[config.mk]
export PLATFORM = sky130hd
export DESIGN_NAME = shp3_window
export DESIGN_NICKNAME = d
export VERILOG_FILES = /design/src/hdl/shp3_pkg.sv /design/src/hdl/shp3_window.sv
export SDC_FILE = /design/constraint.sdc
export NUM_CORES = 2
export LEC_CHECK = 0
export BUFFER_PORTS_ARGS = -buffer_cell sky130_fd_sc_hd__clkbuf_2
export CORE_ASPECT_RATIO = 0.75
export CORE_MARGIN = 2
export CORE_UTILIZATION = 65
export CTS_CLUSTER_DIAMETER = 80
export DETAILED_ROUTE_END_ITERATION = 12
export GPL_TIMING_DRIVEN = 0
export HOLD_SLACK_MARGIN = 0.08
export PLACE_DENSITY = 0.83
export SYNTH_ARGS = -nofsm -noshare
export SYNTH_HDL_FRONTEND = slang
export SYNTH_SLANG_ARGS = --single-unit
[constraint.sdc]
create_clock -name clk -period 12.2 [get_ports clk]
set_input_delay 1.22 -clock clk [delete_from_list [all_inputs] [get_ports clk]]
set_output_delay 1.22 -clock clk [all_outputs]
set_load 0.01 [all_outputs]
[src/hdl/shp3_pkg.sv]
// Shared types, constants and the per-channel sharpen function for the 3x3 sharpen filter.
`timescale 1ns / 1ps

package shp3_pkg;

  // Field widths
  localparam int PIX_W      = 8;
  localparam int COL_W      = 10;
  localparam int ROW_W      = 12;
  localparam int CFGW_W     = 11;
  localparam int CFGH_W     = 12;
  localparam int STR_W      = 16;
  localparam int CFG_DATA_W = 16;
  localparam int CFG_IDX_W  = 2;

  // Line store depth default
  localparam int MAX_WIDTH_DEF = 1024;

  // Register reset values
  localparam logic [CFGW_W-1:0] WIDTH_RST    = 11'd640;
  localparam logic [CFGH_W-1:0] HEIGHT_RST   = 12'd480;
  localparam logic [STR_W-1:0]  STRENGTH_RST = 16'd4096;

  // Configuration register indexes
  typedef enum logic [CFG_IDX_W-1:0] {
    CFG_WIDTH    = 2'd0,
    CFG_HEIGHT   = 2'd1,
    CFG_STRENGTH = 2'd2
  } cfg_idx_t;

  typedef logic [COL_W-1:0] col_t;
  typedef logic [ROW_W-1:0] row_t;

  typedef struct packed {
    logic [PIX_W-1:0] red;
    logic [PIX_W-1:0] green;
    logic [PIX_W-1:0] blue;
  } pixel_t;

  // One line store word: row r-2 and row r-1 at the same column
  typedef struct packed {
    pixel_t older;
    pixel_t newer;
  } line_word_t;

  // One result item
  typedef struct packed {
    logic   last;
    row_t   row;
    col_t   column;
    pixel_t pix;
  } res_t;

  // Results that one item hands to the output buffer
  typedef struct packed {
    logic has_int;
    logic has_brd;
    res_t int_res;
    res_t brd_res;
  } pair_t;

  // 5*center - north - south - west - east, gain in Q4.12, truncate, clamp 0..255
  function automatic logic [PIX_W-1:0] sharpen_chan(
    input logic [PIX_W-1:0] ctr,
    input logic [PIX_W-1:0] nn,
    input logic [PIX_W-1:0] ss,
    input logic [PIX_W-1:0] ww,
    input logic [PIX_W-1:0] ee,
    input logic [STR_W-1:0] gain
  );
    logic [10:0] pos;
    logic [9:0]  neg;
    logic [10:0] mag;
    logic [26:0] prod;
    logic [14:0] q;
    logic [PIX_W-1:0] res;
    pos  = {1'b0, ctr, 2'b00} + {3'b000, ctr};
    neg  = {2'b00, nn} + {2'b00, ss} + {2'b00, ww} + {2'b00, ee};
    mag  = pos - {1'b0, neg};
    prod = {16'd0, mag} * {11'd0, gain};
    q    = prod[26:12];
    if (pos <= {1'b0, neg}) begin
      res = '0;
    end else if (q > 15'd255) begin
      res = 8'hFF;
    end else begin
      res = q[PIX_W-1:0];
    end
    return res;
  endfunction

endpackage

[src/hdl/shp3_window.sv]
// 3x3 pixel window (cross taps only) and the three channel sharpen kernels.
`timescale 1ns / 1ps

module shp3_window (
  input  logic                         clk,
  input  logic                         rst_n,
  input  logic                         shift_en,
  input  shp3_pkg::pixel_t             col_up,
  input  shp3_pkg::pixel_t             col_mid,
  input  shp3_pkg::pixel_t             col_bot,
  input  logic [shp3_pkg::STR_W-1:0]   gain,
  output shp3_pkg::pixel_t             sharp
);

  // Taps: top and bottom rows need columns 1..2, middle row all three
  shp3_pkg::pixel_t top1_r, top2_r;
  shp3_pkg::pixel_t mid0_r, mid1_r, mid2_r;
  shp3_pkg::pixel_t bot1_r, bot2_r;

  // Shift one column left and load the new right column
  always_ff @(posedge clk) begin
    if (!rst_n) begin
      top1_r <= '0;
      top2_r <= '0;
      mid0_r <= '0;
      mid1_r <= '0;
      mid2_r <= '0;
      bot1_r <= '0;
      bot2_r <= '0;
    end else if (shift_en) begin
      top1_r <= top2_r;
      top2_r <= col_up;
      mid0_r <= mid1_r;
      mid1_r <= mid2_r;
      mid2_r <= col_mid;
      bot1_r <= bot2_r;
      bot2_r <= col_bot;
    end
  end

  // Kernel per channel
  assign sharp.blue  = shp3_pkg::sharpen_chan(mid1_r.blue, top1_r.blue, bot1_r.blue,
                                              mid0_r.blue, mid2_r.blue, gain);
  assign sharp.green = shp3_pkg::sharpen_chan(mid1_r.green, top1_r.green, bot1_r.green,
                                              mid0_r.green, mid2_r.green, gain);
  assign sharp.red   = shp3_pkg::sharpen_chan(mid1_r.red, top1_r.red, bot1_r.red,
                                              mid0_r.red, mid2_r.red, gain);

endmodule

# Yosys cells after proc, flatten, opt, wreduce, memory -nomap -nowiden
# Index checks and enable logic that the tools add are counted.
# op_classes
order_cmp	6
add_sub_neg	15
muxes	6
n_mul	3
# ops
op	n
11-bit by 16-bit multiplier with 27-bit output	3
8-bit 2-to-1 mux	6
15-bit by 8-bit greater-than comparator with 1-bit output (second input constant)	3
10-bit by 8-bit adder with 11-bit output	3
11-bit by 10-bit less-or-equal comparator with 1-bit output	3
11-bit by 10-bit subtractor with 11-bit output	3
10-bit by 8-bit adder with 10-bit output	3
9-bit by 8-bit adder with 10-bit output	3
8-bit by 8-bit adder with 9-bit output	3
# totals
word_cells	51
regBits	168
output_inout_bits	24

# Longest topological paths before layout
# depth
word_depth	8
mapped_depth	40
ltp_nobuf	37

# Worst setup path before layout
# OpenSTA, ideal clock, no wires.
# synth_timing
kind	reg2out
from	reg top1_r[1] in the netlist's numbering
to	out sharp[6] in the netlist's numbering
arrival_ps	8790
path_stages_with_launch	39
slack_ps	2190
cell_sequence	dfxtp_1 inv_1 fa_1 inv_1 fa_1 ha_1 fa_1 a21o_1 a21oi_1 xnor2_1 ha_1 a21o_1 a21oi_1 o21ai_1 a21oi_1 o21ai_0 a21oi_1 xor2_1 (+3 left out) inv_1 fa_1 inv_1 fa_1 inv_1 fa_1 fa_1 ha_1 clkbuf_1 nand2_1 o21ai_0 nor2_1 a31oi_1 nor4b_1 a21oi_1 o2111ai_1 nor4_4 a21oi_1
# synth_lines
item	line	source
start, declared	shp3_window.sv:16	shp3_pkg::pixel_t top1_r, top2_r;
start signal, assigned	shp3_window.sv:31	top1_r <= top2_r;
end, declared	shp3_window.sv:12	output shp3_pkg::pixel_t sharp

==> impl_metrics.csv <==
group,metric,value,unit
yosys,ys_seq_area_share,12.5,%
clock_network,ctsHoldBuffers,0,
critical_path,crit_required,10.98,ns
detailed_routing,drc,0,
status,outcome,"complete, no violations",
grt,antenna_found_initial,2,
final_layout,area_growth,7.14,%
sta,setup_viol,0,
yosys,synth_area_per_cell,8.87,um^2
grt,grt_overflow_total,0,
yosys,yosys.cell_types.count,69,
detailed_routing,vias_per_cell,5.69,
yosys,yosys_warnings,0,
detailed_routing,wl,70200,um
critical_path,crit_path_max_fanout,10,
floorplan,ios,115,
sta,max_freq,85.8,MHz
sta,finalHoldViolCount,0,
yosys,synth_area_leaders,"fa_1 (32%), dfxtp_1 (12%), ha_1 (12%)",
floorplan,die_area,0.0432,mm^2
critical_path,crit_path_max_incr_delay,0.54,ns
yosys,netlist_instances,3044,
grt,grt_util_met1,46.4,%
yosys,synth_area,0.0270,mm^2
floorplan,die_h,180,um
clock_network,clock_path_buffers,2,
detailed_routing,first_pass_iters,7,
grt,grt_pass1_vias,22500,
grt,grt_use_met3,8.06,%
floorplan,fp.dieW,239,um
grt,grtUsageMet2,54.5,%
clock_network,tritoncts,"built",
yosys,synth_common_cells,"inv_1 (599), fa_1 (426), nand2_1 (332)",
yosys,synth_top_area_share,31.6,%
detailed_routing,drtIter0Drc,1597,
sta,period_needed,11.66,ns
yosys,synth_nets,3825,
sta,slew_headroom,26.1,%
clock_network,cts_root_buffer,"clkbuf_16",
grt,grt_use_total,34.0,%
final_layout,nets,3960,
clock_network,clkTransAtPathRegs,0.06,ns
min_path,hold_path_class,"flip-flop to flip-flop",
detailed_routing,avgRoutedWirePerCell,18.9,um
yosys,synth_edf_count,0,
sta,post-route-period-util,95.5,%
clock_network,numClockSinks,168,
place,place.gp.congestion,0.966,
final_layout,drive_gt1_share,5.43,%
sta,slew_violations,0,
critical_path,critPathKind,"flip-flop to primary output",
grt,busiest_layer,"met2",
floorplan,core,0.0408,mm^2
place,io_buffers,112,
sta,tightest_slew,1.11,ns
place,dpl.hpwl,57800,um
yosys,yosysTopAreaCell,"fa_1",
grt,grt_max_degree,17,
floorplan,initial_core_util,66.1,%
clock_network,insertion_delay,0.43,ns
clock_network,cts_buffers,17,
yosys,synth.most_common_cell,"inv_1",
clock_network,htreeDepth,4,
sta,grt_setup_unrepaired,"false",
sta,holdWs,0.522,ns
run,drv_cap,0,
yosys,ys_async_sr_fraction,0,%
detailed_routing,vias,21100,
critical_path,cp_common_cell,"fa_1",
sta,setup_tns,0,ns
detailed_routing,ant_nets,0,
sta,clock-skew-final,0.00579,ns
grt,grt_first_pass_wirelength,115000,um
floorplan,rows,64,
critical_path,crit_arrival,10.44,ns
yosys,ys.flop_type,"dfxtp_1",
critical_path,critPathCaptureType,"primary output",
yosys,ys_ff_latch,168,
critical_path,crit_path_start_kind,"flip-flop",
critical_path,slowest_stage,"fa_1",
==> stage by stage <==
step	cell area (um^2)	instances	setup WS [ns]	util, %
after global routing	28900	3717	0.0283	70.8
after global placement	28200	3684	0.971	69.1
after floorplan	27000	3044	2.19	-
after detailed placement	28200	3685	0.790	69.1
final	28900	3718	0.543	70.8
after CTS	28800	3713	0.206	70.6
==> logic make-up (layout without fill, tap and decap cells) <==
kind of cell | Yosys count | after routing | share of synthesized area (%)
muxes | 171 | 171 | 6.35
AOI/OAI and AO/OA | 312 | 312 | 7.19
DFF | 168 | 168 | 12.5
buffers and inverters | 726 | 870 | 10.1
other | 0 | 2 | 0
xor gates and xnor gates | 87 | 87 | 2.87
and+or+nand+nor | 890 | 890 | 17.2
adders and majority gates | 690 | 690 | 43.8
==> critical path: cells and delay by family (launching register included) <==
family | cells | cell delay (ns)
simple gates | 5 | 0.89
mux | 1 | 0.38
compound gates | 14 | 2.53
fa+ha+maj | 11 | 4.55
flops | 1 | 0.35
buf+inv | 9 | 1.27
==> final cells by class <==
cell class	count	area (um^2)
sequential	168	3360
buffer	127	483
inverter	599	2250
antenna	2	5.00
timing repair buffer	116	588
clock inverter	8	149
clock buffer	20	457
fill	3013	11900
tap	528	661
multi-input combinational	2150	21000
==> layer usage <==
metal	vias to the layer above	share of wire, %
met5	-	0
met4	0	2.6
met3	164	8.6
met2	846	45
met1	10500	43
li1	9661	-
==> repair_timing <==
action / in CTS / in global routing
resized for setup: 0 / 16
buffers inserted: 0 / 2
hold endpoints to repair: 0 / 0
setup endpoints to repair: 0 / 24
==> flip-flops by register name (all words and copies together) (netlist names) <==
signal / flops
top2_r: 24
mid1_r: 24
bot2_r: 24
top1_r: 24
mid0_r: 24
mid2_r: 24
bot1_r: 24
==> worst paths after layout <==
path / startpoint / to / slack, ns / depth (start not counted)
worst max-delay path: top1_r[17] / sharp[17] / 0.54 / 40
worst min-delay path: top1_r[4] / top1_r[4] / 0.52 / 2
worst max register to register: mid1_r[1] / mid1_r[1] / 11.29 / 2
worst min register to register: top1_r[4] / top1_r[4] / 0.52 / 2
==> placed cells by master (no fill, tap or decap), drive strengths merged, types with 24 or more instances in the layout <==
cell type and instances:
nand2b 33, and2 209, a21o 30, o21bai 24, fa 426, mux2i 170
xor2 26, clkbuf 245, nor2 56, o21ai 63, a21oi 123, dfxtp 168
xnor2 60, inv 599, nand2 332, ha 264, nor2b 191
Power is left out: the tool's default activity adds up to more than one toggle a clock period on the data nets, which glitch-free logic cannot reach.
